File: config.mk
export PLATFORM = sky130hd
export DESIGN_NAME = trapezoid_speed_profile_unit
export DESIGN_NICKNAME = d
export VERILOG_FILES = /design/src/design/tsp_pkg.sv /design/src/design/tsp_alu.sv /design/src/design/trapezoid_speed_profile_unit.sv
export VERILOG_INCLUDE_DIRS = /design/src /design/src/design
export SDC_FILE = /design/constraint.sdc
export NUM_CORES = 2
export LEC_CHECK = 0
export ABC_AREA = 1
export CAP_MARGIN = 20
export CORE_ASPECT_RATIO = 1.1
export CORE_MARGIN = 2
export CORE_UTILIZATION = 50
export CTS_BUF_LIST = sky130_fd_sc_hd__clkbuf_2 sky130_fd_sc_hd__clkbuf_4 sky130_fd_sc_hd__clkbuf_8
export CTS_CLUSTER_DIAMETER = 100
export DETAILED_ROUTE_END_ITERATION = 10
export DONT_BUFFER_PORTS = 1
export SETUP_SLACK_MARGIN = 0.3
export SLEW_MARGIN = 15
export SYNTH_ARGS = -nofsm -noshare
export SYNTH_HDL_FRONTEND = slang
export SYNTH_SLANG_ARGS = --single-unit
File: constraint.sdc
create_clock -name clk_i -period 24.1 [get_ports clk_i]
set_input_delay 4.82 -clock clk_i [delete_from_list [all_inputs] [get_ports clk_i]]
set_output_delay 4.82 -clock clk_i [all_outputs]
set_load 0.01 [all_outputs]
File: src/design/trapezoid_speed_profile_unit_assert.svh
// Assertion macros shared by the speed profile unit.
`ifndef TRAPEZOID_SPEED_PROFILE_UNIT_ASSERT_SVH
`define TRAPEZOID_SPEED_PROFILE_UNIT_ASSERT_SVH

// Same-cycle implication, checked outside reset.
`define TSP_ASSERT_IMP(lbl, ante, cons, msg) \
  lbl: assert property (@(posedge clk_i) disable iff (!rst_ni) (ante) |-> (cons)) \
    else $error(msg);

// Next-cycle implication, checked outside reset.
`define TSP_ASSERT_NXT(lbl, ante, cons, msg) \
  lbl: assert property (@(posedge clk_i) disable iff (!rst_ni) (ante) |=> (cons)) \
    else $error(msg);

`endif

File: src/design/tsp_pkg.sv
// Shared constants, types and helpers of the speed profile unit.
`default_nettype none
package tsp_pkg;

  localparam int LenBits = 20;

  localparam logic [1:0] PhStop   = 2'd0;
  localparam logic [1:0] PhAccel  = 2'd1;
  localparam logic [1:0] PhCruise = 2'd2;
  localparam logic [1:0] PhDecel  = 2'd3;

  localparam logic [1:0] DirFwd   = 2'd0;
  localparam logic [1:0] DirBack  = 2'd1;
  localparam logic [1:0] DirLeft  = 2'd2;
  localparam logic [1:0] DirRight = 2'd3;

  localparam logic [1:0] RegSpeed = 2'd0;
  localparam logic [1:0] RegAccel = 2'd1;
  localparam logic [1:0] RegDecel = 2'd2;

  localparam logic [7:0] SpeedRst = 8'd75;
  localparam logic [7:0] AccelRst = 8'd5;
  localparam logic [7:0] DecelRst = 8'd5;

  localparam logic [1:0] OpMul  = 2'd0;
  localparam logic [1:0] OpDiv  = 2'd1;
  localparam logic [1:0] OpSqrt = 2'd2;

  typedef struct packed {
    logic        start;
    logic [1:0]  op;
    logic [63:0] a;
    logic [31:0] b;
  } alu_req_t;

  function automatic logic [7:0] nz8(input logic [7:0] v);
    return (v == 8'd0) ? 8'd1 : v;
  endfunction

endpackage
`default_nettype wire

File: src/design/tsp_alu.sv
// Shared multi-cycle arithmetic unit: multiply, restoring divide and square root.
`default_nettype none
module tsp_alu (
  input  logic              clk_i,
  input  logic              rst_ni,
  input  tsp_pkg::alu_req_t req_i,
  output logic              done_o,
  output logic [63:0]       res_o
);
  import tsp_pkg::*;

  logic        busy_q;
  logic        done_q;
  logic [5:0]  cnt_q;
  logic [1:0]  op_q;
  logic [31:0] b_q;
  logic [34:0] acc_q;
  logic [63:0] sh_q;
  logic [31:0] root_q;
  logic [63:0] res_q;

  logic [63:0] prod;
  logic [34:0] div_rs, div_rem, sq_rs, sq_tr, sq_rem;
  logic        div_ge, sq_ge;
  logic [63:0] div_sh;
  logic [31:0] sq_root;

  assign prod    = req_i.a[31:0] * req_i.b;
  assign div_rs  = {2'b00, acc_q[31:0], sh_q[63]};
  assign div_ge  = div_rs >= {3'b000, b_q};
  assign div_rem = div_ge ? div_rs - {3'b000, b_q} : div_rs;
  assign div_sh  = {sh_q[62:0], div_ge};
  assign sq_rs   = {acc_q[32:0], sh_q[63:62]};
  assign sq_tr   = {1'b0, root_q, 2'b01};
  assign sq_ge   = sq_rs >= sq_tr;
  assign sq_rem  = sq_ge ? sq_rs - sq_tr : sq_rs;
  assign sq_root = {root_q[30:0], sq_ge};

  always_ff @(posedge clk_i or negedge rst_ni) begin
    if (!rst_ni) begin
      busy_q <= 1'b0;
      done_q <= 1'b0;
      cnt_q  <= '0;
      op_q   <= OpMul;
    end else begin
      done_q <= 1'b0;
      if (req_i.start) begin
        op_q   <= req_i.op;
        busy_q <= req_i.op != OpMul;
        done_q <= req_i.op == OpMul;
        cnt_q  <= (req_i.op == OpSqrt) ? 6'd31 : 6'd63;
      end else if (busy_q) begin
        cnt_q <= cnt_q - 6'd1;
        if (cnt_q == 6'd0) begin
          busy_q <= 1'b0;
          done_q <= 1'b1;
        end
      end
    end
  end

  always_ff @(posedge clk_i) begin
    if (req_i.start) begin
      b_q    <= req_i.b;
      sh_q   <= req_i.a;
      acc_q  <= '0;
      root_q <= '0;
      if (req_i.op == OpMul) begin
        res_q <= prod;
      end
    end else if (busy_q) begin
      if (op_q == OpSqrt) begin
        acc_q  <= sq_rem;
        root_q <= sq_root;
        sh_q   <= {sh_q[61:0], 2'b00};
        if (cnt_q == 6'd0) begin
          res_q <= {32'd0, sq_root};
        end
      end else begin
        acc_q <= div_rem;
        sh_q  <= div_sh;
        if (cnt_q == 6'd0) begin
          res_q <= div_sh;
        end
      end
    end
  end

  assign done_o = done_q;
  assign res_o  = res_q;

endmodule
`default_nettype wire

File: src/design/trapezoid_speed_profile_unit.sv
// Top level of the trapezoidal speed profile unit.
//
// Channel   Direction  Handshake                 Payload
// cfg       in         cfg_we_i                  cfg_index_i, cfg_value_i
// in        in         in_valid_i / in_ready_o   kind_i, move_length_i, direction_i
// out       out        out_valid_o / out_ready_i left/right_speed_o, phase_o, move_done_o
//
// A tick request's result is registered at the same edge that accepts the request.
// A start request runs the planning sequence on the shared arithmetic unit: up to six 64-step
// divisions, multiplies and, for a triangle, a 32-step square root.
// The input is ready only while the sequencer is idle and the output register is free.
// Reset clears all profile state and loads the register defaults.
`default_nettype none
`include "trapezoid_speed_profile_unit_assert.svh"
module trapezoid_speed_profile_unit (
  input  logic                         clk_i,
  input  logic                         rst_ni,
  input  logic                         cfg_we_i,
  input  logic [1:0]                   cfg_index_i,
  input  logic [7:0]                   cfg_value_i,
  input  logic                         in_valid_i,
  output logic                         in_ready_o,
  input  logic                         kind_i,
  input  logic [tsp_pkg::LenBits-1:0]  move_length_i,
  input  logic [1:0]                   direction_i,
  output logic                         out_valid_o,
  input  logic                         out_ready_i,
  output logic signed [16:0]           left_speed_o,
  output logic signed [16:0]           right_speed_o,
  output logic [1:0]                   phase_o,
  output logic                         move_done_o
);
  import tsp_pkg::*;

  localparam logic [4:0] StIdle  = 5'd0;
  localparam logic [4:0] StTa    = 5'd1;
  localparam logic [4:0] StTd    = 5'd2;
  localparam logic [4:0] StTa2   = 5'd3;
  localparam logic [4:0] StDa2   = 5'd4;
  localparam logic [4:0] StTd2   = 5'd5;
  localparam logic [4:0] StDd2   = 5'd6;
  localparam logic [4:0] StCmp   = 5'd7;
  localparam logic [4:0] StTn    = 5'd8;
  localparam logic [4:0] StTden  = 5'd9;
  localparam logic [4:0] StTq    = 5'd10;
  localparam logic [4:0] StTsq   = 5'd11;
  localparam logic [4:0] StTpk   = 5'd12;
  localparam logic [4:0] StTtd2  = 5'd13;
  localparam logic [4:0] StTden2 = 5'd14;
  localparam logic [4:0] StCr    = 5'd15;
  localparam logic [4:0] StCrm   = 5'd16;
  localparam logic [4:0] StSlp   = 5'd17;
  localparam logic [4:0] StSld   = 5'd18;
  localparam logic [4:0] StAs    = 5'd19;
  localparam logic [4:0] StDs    = 5'd20;
  localparam logic [4:0] StOut   = 5'd21;

  logic [7:0]  speed_cfg_q, accel_cfg_q, decel_cfg_q;
  logic [7:0]  vs, ac, dc;
  logic [4:0]  st_q, st_d;
  logic        issued_q;
  logic [LenBits:0] len2_q;
  logic [1:0]  dir_pend_q;

  logic [1:0]  phase_q;
  logic [31:0] step_q;
  logic [15:0] speed_q;
  logic [23:0] acc_steps_q;
  logic [31:0] tc_q;
  logic [31:0] ds_q;
  logic [23:0] slope_q;
  logic [1:0]  dir_q;

  logic [7:0]  ta_q;
  logic [15:0] td_q;
  logic [63:0] t_q;
  logic [23:0] da2_q, dd2_q;
  logic [23:0] peak_q;
  logic [31:0] den_q;

  alu_req_t    alu_req;
  logic        alu_done;
  logic [63:0] alu_res;
  logic        needs_alu;

  logic        out_free, in_acc;
  logic        out_valid_q, done_out_q;
  logic [1:0]  phase_out_q;
  logic signed [16:0] left_q, right_q;

  logic [1:0]  adv_ph;
  logic [31:0] adv_step, adv_s1;
  logic [15:0] adv_sp;
  logic        adv_done;
  logic [16:0] acc_sum;
  logic [24:0] dec_sum;
  logic [16:0] dec;

  logic        out_load;
  logic [15:0] sel_sp;
  logic [1:0]  sel_dir, sel_ph;
  logic        sel_done;
  logic [16:0] sp17, neg17;

  logic [24:0] tri_sum;
  logic [24:0] cr_rem;
  logic [31:0] crm_den;
  logic [8:0]  acdc;

  assign vs = nz8(speed_cfg_q);
  assign ac = nz8(accel_cfg_q);
  assign dc = nz8(decel_cfg_q);

  assign out_free   = !out_valid_q || out_ready_i;
  assign in_ready_o = (st_q == StIdle) && out_free;
  assign in_acc     = in_valid_i && in_ready_o;

  tsp_alu u_alu (
    .clk_i  (clk_i),
    .rst_ni (rst_ni),
    .req_i  (alu_req),
    .done_o (alu_done),
    .res_o  (alu_res)
  );

  assign tri_sum = {1'b0, da2_q} + {1'b0, dd2_q};
  assign cr_rem  = {{(24 - LenBits){1'b0}}, len2_q} - {1'b0, da2_q} - {1'b0, dd2_q};
  assign crm_den = {{(31 - LenBits){1'b0}}, len2_q} - {alu_res[30:0], 1'b0}
                   - {8'd0, da2_q};
  assign acdc    = {1'b0, ac} + {1'b0, dc};

  always_comb begin
    needs_alu   = 1'b1;
    alu_req.op  = OpMul;
    alu_req.a   = '0;
    alu_req.b   = '0;
    case (st_q)
      StTa: begin
        alu_req.op = OpDiv; alu_req.a = {56'd0, vs}; alu_req.b = {24'd0, ac};
      end
      StTd: begin
        alu_req.op = OpDiv; alu_req.a = {56'd0, vs}; alu_req.b = {24'd0, dc};
      end
      StTa2: begin
        alu_req.a = {56'd0, ta_q}; alu_req.b = {24'd0, ta_q};
      end
      StDa2: begin
        alu_req.a = t_q; alu_req.b = {24'd0, ac};
      end
      StTd2: begin
        alu_req.a = {48'd0, td_q}; alu_req.b = {16'd0, td_q};
      end
      StDd2: begin
        alu_req.a = t_q; alu_req.b = {24'd0, dc};
      end
      StTn: begin
        alu_req.a = {{(63 - LenBits){1'b0}}, len2_q}; alu_req.b = {24'd0, ac};
      end
      StTden: begin
        alu_req.a = {55'd0, acdc}; alu_req.b = {24'd0, dc};
      end
      StTq: begin
        alu_req.op = OpDiv; alu_req.a = t_q; alu_req.b = den_q;
      end
      StTsq: begin
        alu_req.op = OpSqrt; alu_req.a = t_q;
      end
      StTpk: begin
        alu_req.a = {48'd0, td_q}; alu_req.b = {24'd0, dc};
      end
      StTtd2: begin
        alu_req.a = {48'd0, td_q}; alu_req.b = {16'd0, td_q};
      end
      StTden2: begin
        alu_req.a = t_q; alu_req.b = {24'd0, dc};
      end
      StCr: begin
        alu_req.op = OpDiv; alu_req.a = {39'd0, cr_rem};
        alu_req.b = {23'd0, vs, 1'b0};
      end
      StCrm: begin
        alu_req.a = {40'd0, peak_q}; alu_req.b = tc_q;
      end
      StSlp: begin
        needs_alu = den_q != 32'd0;
        alu_req.a = {40'd0, peak_q}; alu_req.b = {8'd0, peak_q};
      end
      StSld: begin
        alu_req.op = OpDiv; alu_req.a = {t_q[47:0], 16'd0}; alu_req.b = den_q;
      end
      StAs: begin
        alu_req.op = OpDiv; alu_req.a = {40'd0, peak_q}; alu_req.b = {24'd0, ac};
      end
      StDs: begin
        alu_req.op = OpDiv;
        alu_req.a = {24'd0, peak_q, 16'd0} + {40'd0, slope_q} - 64'd1;
        alu_req.b = {8'd0, slope_q};
      end
      default: needs_alu = 1'b0;
    endcase
    alu_req.start = needs_alu && !issued_q;
  end

  always_comb begin
    st_d = st_q;
    case (st_q)
      StIdle:  if (in_acc && kind_i) st_d = StTa;
      StTa:    if (alu_done) st_d = StTd;
      StTd:    if (alu_done) st_d = StTa2;
      StTa2:   if (alu_done) st_d = StDa2;
      StDa2:   if (alu_done) st_d = StTd2;
      StTd2:   if (alu_done) st_d = StDd2;
      StDd2:   if (alu_done) st_d = StCmp;
      StCmp:   st_d = (tri_sum > {{(24 - LenBits){1'b0}}, len2_q}) ? StTn : StCr;
      StTn:    if (alu_done) st_d = StTden;
      StTden:  if (alu_done) st_d = StTq;
      StTq:    if (alu_done) st_d = StTsq;
      StTsq:   if (alu_done) st_d = StTpk;
      StTpk:   if (alu_done) st_d = StTtd2;
      StTtd2:  if (alu_done) st_d = StTden2;
      StTden2: if (alu_done) st_d = StSlp;
      StCr:    if (alu_done) st_d = StCrm;
      StCrm:   if (alu_done) st_d = StSlp;
      StSlp: begin
        if (den_q == 32'd0) st_d = StAs;
        else if (alu_done) st_d = StSld;
      end
      StSld:   if (alu_done) st_d = StAs;
      StAs:    if (alu_done) st_d = StDs;
      StDs:    if (alu_done) st_d = StOut;
      StOut:   if (out_free) st_d = StIdle;
      default: st_d = StIdle;
    endcase
  end

  always_comb begin
    adv_ph   = phase_q;
    adv_step = step_q;
    adv_sp   = speed_q;
    adv_done = 1'b0;
    adv_s1   = step_q;
    acc_sum  = {1'b0, speed_q} + {1'b0, ac, 8'd0};
    dec_sum  = {1'b0, slope_q} + 25'd128;
    dec      = dec_sum[24:8];
    case (phase_q)
      PhAccel: begin
        if (step_q < {8'd0, acc_steps_q}) begin
          adv_sp = acc_sum[16] ? 16'hFFFF : acc_sum[15:0];
          adv_s1 = step_q + 32'd1;
        end
        adv_step = adv_s1;
        if (adv_s1 >= {8'd0, acc_steps_q}) begin
          adv_ph   = (tc_q == 32'd0) ? PhDecel : PhCruise;
          adv_step = '0;
        end
      end
      PhCruise: begin
        adv_step = step_q + 32'd1;
        if (adv_step >= tc_q) begin
          adv_ph   = PhDecel;
          adv_step = '0;
        end
      end
      PhDecel: begin
        adv_step = step_q + 32'd1;
        if (adv_step >= ds_q) begin
          adv_sp   = '0;
          adv_ph   = PhStop;
          adv_step = '0;
          adv_done = 1'b1;
        end else begin
          adv_sp = ({1'b0, speed_q} > dec) ? speed_q - dec[15:0] : 16'd0;
        end
      end
      default: ;
    endcase
  end

  always_comb begin
    out_load = 1'b0;
    sel_sp   = adv_sp;
    sel_dir  = dir_q;
    sel_ph   = adv_ph;
    sel_done = adv_done;
    if (st_q == StOut) begin
      out_load = out_free;
      sel_sp   = speed_q;
      sel_dir  = dir_pend_q;
      sel_ph   = PhAccel;
      sel_done = 1'b0;
    end else if (in_acc && !kind_i) begin
      out_load = 1'b1;
    end
    sp17  = {1'b0, sel_sp};
    neg17 = 17'd0 - sp17;
  end

  always_ff @(posedge clk_i or negedge rst_ni) begin
    if (!rst_ni) begin
      speed_cfg_q <= SpeedRst;
      accel_cfg_q <= AccelRst;
      decel_cfg_q <= DecelRst;
      st_q        <= StIdle;
      issued_q    <= 1'b0;
      phase_q     <= PhStop;
      step_q      <= '0;
      speed_q     <= '0;
      acc_steps_q <= '0;
      tc_q        <= '0;
      ds_q        <= '0;
      slope_q     <= '0;
      dir_q       <= DirFwd;
      out_valid_q <= 1'b0;
    end else begin
      if (cfg_we_i) begin
        case (cfg_index_i)
          RegSpeed: speed_cfg_q <= cfg_value_i;
          RegAccel: accel_cfg_q <= cfg_value_i;
          RegDecel: decel_cfg_q <= cfg_value_i;
          default: ;
        endcase
      end
      st_q <= st_d;
      if (alu_done) issued_q <= 1'b0;
      else if (alu_req.start) issued_q <= 1'b1;

      if (in_acc && !kind_i) begin
        phase_q <= adv_ph;
        step_q  <= adv_step;
        speed_q <= adv_sp;
      end
      if (st_q == StOut && out_free) begin
        phase_q <= PhAccel;
        step_q  <= '0;
        dir_q   <= dir_pend_q;
      end

      case (st_q)
        StCmp: if (!(tri_sum > {{(24 - LenBits){1'b0}}, len2_q})) tc_q <= '0;
        StTn:  tc_q <= '0;
        StCr:  if (alu_done) tc_q <= alu_res[31:0];
        StSlp: if (den_q == 32'd0) slope_q <= {dc, 16'd0};
        StSld: begin
          if (alu_done) begin
            if (alu_res[63:24] != 40'd0) slope_q <= 24'hFFFFFF;
            else if (alu_res[23:0] == 24'd0) slope_q <= 24'd1;
            else slope_q <= alu_res[23:0];
          end
        end
        StAs:  if (alu_done) acc_steps_q <= alu_res[23:0];
        StDs:  if (alu_done) ds_q <= alu_res[31:0];
        default: ;
      endcase

      if (out_load) out_valid_q <= 1'b1;
      else if (out_ready_i) out_valid_q <= 1'b0;
    end
  end

  always_ff @(posedge clk_i) begin
    if (in_acc && kind_i) begin
      len2_q     <= {move_length_i, 1'b0};
      dir_pend_q <= direction_i;
    end
    if (alu_done) begin
      case (st_q)
        StTa:    ta_q   <= alu_res[7:0];
        StTd:    td_q   <= alu_res[15:0];
        StTa2:   t_q    <= alu_res;
        StDa2:   da2_q  <= alu_res[23:0];
        StTd2:   t_q    <= alu_res;
        StDd2:   dd2_q  <= alu_res[23:0];
        StTn:    t_q    <= alu_res;
        StTden:  den_q  <= alu_res[31:0];
        StTq:    t_q    <= alu_res;
        StTsq:   td_q   <= alu_res[15:0];
        StTpk:   peak_q <= alu_res[23:0];
        StTtd2:  t_q    <= alu_res;
        StTden2: den_q  <= alu_res[31:0];
        StCrm:   den_q  <= crm_den;
        StSlp:   t_q    <= alu_res;
        default: ;
      endcase
    end
    if (st_q == StCmp) peak_q <= {16'd0, vs};
    if (out_load) begin
      left_q      <= (sel_dir == DirBack || sel_dir == DirLeft) ? neg17 : sp17;
      right_q     <= (sel_dir == DirBack || sel_dir == DirRight) ? neg17 : sp17;
      phase_out_q <= sel_ph;
      done_out_q  <= sel_done;
    end
  end

  assign out_valid_o   = out_valid_q;
  assign left_speed_o  = left_q;
  assign right_speed_o = right_q;
  assign phase_o       = phase_out_q;
  assign move_done_o   = done_out_q;

  `TSP_ASSERT_IMP(a_ready_idle, in_ready_o, st_q == StIdle, "input ready while planning")
  `TSP_ASSERT_IMP(a_done_stop, out_valid_o && move_done_o, phase_o == PhStop, "done not stopped")
  `TSP_ASSERT_NXT(a_start_plan, in_valid_i && in_ready_o && kind_i, st_q == StTa, "no plan")
  `TSP_ASSERT_IMP(a_alu_owner, alu_done, st_q != StIdle, "arithmetic result while idle")

endmodule
`default_nettype wire

==> results.sh <==
export IMPL_status="finished clean"
export IMPL_grt_start_max_net_pins=206
export IMPL_place_congestion=1.040
export IMPL_yosysSeqAreaShare_pct=22.57
export IMPL_yosysWarnings=0
export IMPL_ys_ff_latch=680
export IMPL_cts_buffers=130
export IMPL_cts_hold_buf=0
export IMPL_postRouteAntennaNets=0
export IMPL_setup_viol=0
export IMPL_die_area_um2=168000
export IMPL_hold_violations=0
export IMPL_core_area_um2=164000
export IMPL_critPathSlowestCell="nor2_1"
export IMPL_maxSlewHeadroom_pct=20.68
export IMPL_post_route_period_util_pct=50.03
export IMPL_vias=72753
export IMPL_worstSetupPathType="flip-flop to flip-flop"
export IMPL_crit_path_end_kind="flip-flop"
export IMPL_firstDrtPassIters=7
export IMPL_cts_tree="built"
export IMPL_tightestPinTransition_ps=1177
export IMPL_die_h_um=429.7
export IMPL_io_buffers=0
export IMPL_die_x_um=391
export IMPL_avgViaCountPerCell=5.822
export IMPL_wirelength_um=325400
export IMPL_fin_ws_ps=12040
export IMPL_finalSetupTns_ps=0
export IMPL_clockBufferDepth=3
export IMPL_synthesis_nets=12000
export IMPL_antenna_found_initial=19
export IMPL_drc_errors=0
export IMPL_clkSinkCount=680
export IMPL_start_util_pct=50.24
export IMPL_ios=77
export IMPL_row_count=156
export IMPL_start_kind="flip-flop"
export IMPL_pre_cts_slack_ps=12240
export IMPL_h_tree_depth=4
export IMPL_drv_slew=0
export IMPL_slowest_delay_ps=880
export IMPL_track_usage_pct=38.91
export IMPL_grt_first_pass_wirelength_um=479600
export IMPL_ys_async_sr_fraction_pct=30.15
export IMPL_ys_dominant_reg_cell="edfxtp_1"
export IMPL_root_buffer="clkbuf_8"
export IMPL_worstPathMaxFanout=49
export IMPL_finClkSkew_ps=59.00
export IMPL_avgSynthCellArea_um2=7.957
export IMPL_drive_gt1_share_pct=5.851
export IMPL_maxCapViolations=0
export IMPL_synthesis_area_um2=82370
export IMPL_postCtsSetupRepairBufs=0
export IMPL_dp_hpwl_um=251800
export IMPL_ctsResizeCount=0
export IMPL_avgRoutedWirePerCell_um=26.04
export IMPL_synth_edff_count=394
export IMPL_clock_latency_ps=920
export IMPL_grt_pass1_vias=73046
export IMPL_rsz0062_at_grt="no"
export IMPL_required_ps=24730
export IMPL_overflow=0
export IMPL_fmax_mhz=82.94
export IMPL_drt_initial_drc_count=7441
export IMPL_hold_class="flip-flop to flip-flop"
export IMPL_path_clk_slew_ps=70
export IMPL_syn2layout_area_growth_pct=6.065
export IMPL_synth_cell_type_count=90
export IMPL_fin_nets=11895
export IMPL_syn_inst=10352
export IMPL_critical_path_arrival_ps=12690
export IMPL_period_needed_ps=12060
## flip-flops by register name, indices dropped and copies added, names as in the netlist, 17 cells and up
signal,flops
u_alu.sh_q,64
peak_q,24
t_q,64
len2_q,20
ds_q,32
step_q,32
left_speed_o,17
slope_q,24
dd2_q,24
u_alu.root_q,32
u_alu.b_q,32
u_alu.res_o,64
u_alu.acc_q,33
acc_steps_q,24
den_q,32
tc_q,32
da2_q,24
## through the flow
stage,instance area (um^2),instances,utilization (%),hold slack [ps]
CTS,87330,12488,53.26,440.6
global route,87360,12491,53.28,450.5
finish,87370,12496,53.29,441.9
global placement,84460,12244,51.51,431.2
floorplan,82370,10352,-,416.9
detailed placement,84510,12246,51.54,433.1
## cell usage after synthesis (14+ instances only)
| cell type | n | area share, % |
|---|---|---|
| a211oi_1 | 43 | 0.39 |
| a21o_1 | 33 | 0.30 |
| a21oi_1 | 473 | 2.9 |
| a221oi_1 | 28 | 0.30 |
| a22oi_1 | 32 | 0.29 |
| a31oi_1 | 58 | 0.44 |
| buf_2 | 231 | 1.4 |
| buf_4 | 20 | 0.18 |
| clkbuf_1 | 116 | 0.53 |
| dfrtp_1 | 197 | 6.0 |
| dfxtp_1 | 81 | 2.0 |
| edfxtp_1 | 394 | 14 |
| fa_1 | 941 | 23 |
| ha_1 | 669 | 10 |
| inv_1 | 2109 | 9.6 |
| inv_2 | 54 | 0.25 |
| nand2_1 | 2357 | 11 |
| nand2_2 | 14 | 0.11 |
| nand3_1 | 352 | 2.1 |
| nand4_1 | 70 | 0.53 |
| nor2_1 | 720 | 3.3 |
| nor2_2 | 20 | 0.15 |
| nor3_1 | 65 | 0.39 |
| nor4_1 | 50 | 0.38 |
| o211ai_1 | 61 | 0.56 |
| o21a_1 | 26 | 0.24 |
| o21ai_0 | 523 | 3.2 |
| o21ai_1 | 44 | 0.27 |
| o21bai_1 | 22 | 0.20 |
| o221ai_1 | 39 | 0.41 |
| o22ai_1 | 69 | 0.52 |
| or2_2 | 22 | 0.17 |
| xnor2_1 | 79 | 0.84 |
| xor2_1 | 127 | 1.4 |
## placed cells by master, fill, tap and decap left out, types with 26 or more instances in the layout
master	Yosys	layout
a211oi_1	43	43
a21o_1	33	33
a21oi_1	473	472
a221oi_1	28	27
a22oi_1	32	32
a31oi_1	58	58
buf_4	20	135
clkbuf_4	0	42
clkbuf_8	0	153
dfrtp_1	197	197
dfxtp_1	81	81
edfxtp_1	394	394
fa_1	941	941
ha_1	669	669
inv_1	2109	2102
inv_2	54	59
nand2_1	2357	2356
nand3_1	352	349
nand4_1	70	70
nor2_1	720	710
nor3_1	65	63
nor4_1	50	48
o211ai_1	61	61
o21a_1	26	26
o21ai_0	523	523
o21ai_1	44	44
o221ai_1	39	39
o22ai_1	69	69
xnor2_1	79	79
xor2_1	127	127
## kinds of logic after synthesis
group | count (synthesis) | share of synthesized area (%)
flops | 680 | 22.57
simple gates | 3757 | 18.98
buf+inv | 2549 | 12.10
xor+xnor | 208 | 2.230
compound gates | 1548 | 11.09
fa+ha+maj | 1610 | 33.03
## worst paths after layout
kind | depth (start not counted) | end | from | slack [ps]
setup / recovery | 40 | u_alu.res_o[60]$_DFFE_PP_ | st_q[4]$_DFFE_PN0P_ | 12040
hold / removal | 0 | t_q[50]$_DFFE_PP_ | u_alu.res_o[50]$_DFFE_PP_ | 440
setup reg to reg | 40 | u_alu.res_o[60]$_DFFE_PP_ | st_q[4]$_DFFE_PN0P_ | 12040
hold reg to reg | 0 | t_q[50]$_DFFE_PP_ | u_alu.res_o[50]$_DFFE_PP_ | 440
max in group asynchronous | 0 | accel_cfg_q[2]$_DFFE_PN1P_ | rst_ni | 20070
min in group asynchronous | 0 | step_q[6]$_DFFE_PN0P_ | rst_ni | 3600
## worst max-delay path: cells and delay by family (launching register included)
family          cells  cell delay, ps
fa+ha+maj           9            4550
buf+inv            13            2890
simple gates       10            2390
compound gates      7            1180
flops               1             550
xor+xnor            1             160
## cell type report
type | count | area (um^2)
Fill cell | 15845 | 76590
Sequential cell | 680 | 18590
Antenna cell | 6 | 15.01
Timing Repair Buffer | 139 | 1096
Tap cell | 2133 | 2669
Inverter | 2173 | 8163
Multi-Input combinational cell | 7123 | 54020
Clock buffer | 194 | 2414
Clock inverter | 48 | 402.9
## metal layers
metal  track usage [%]  routed length (um)
met3             6.487               27230
met1             49.30              125400
met5                 0                  82
met4             24.72               25020
met2             61.85              147700
Power is left out: the tool's default activity adds up to more than one toggle a clock period on the data nets, which glitch-free logic cannot reach.
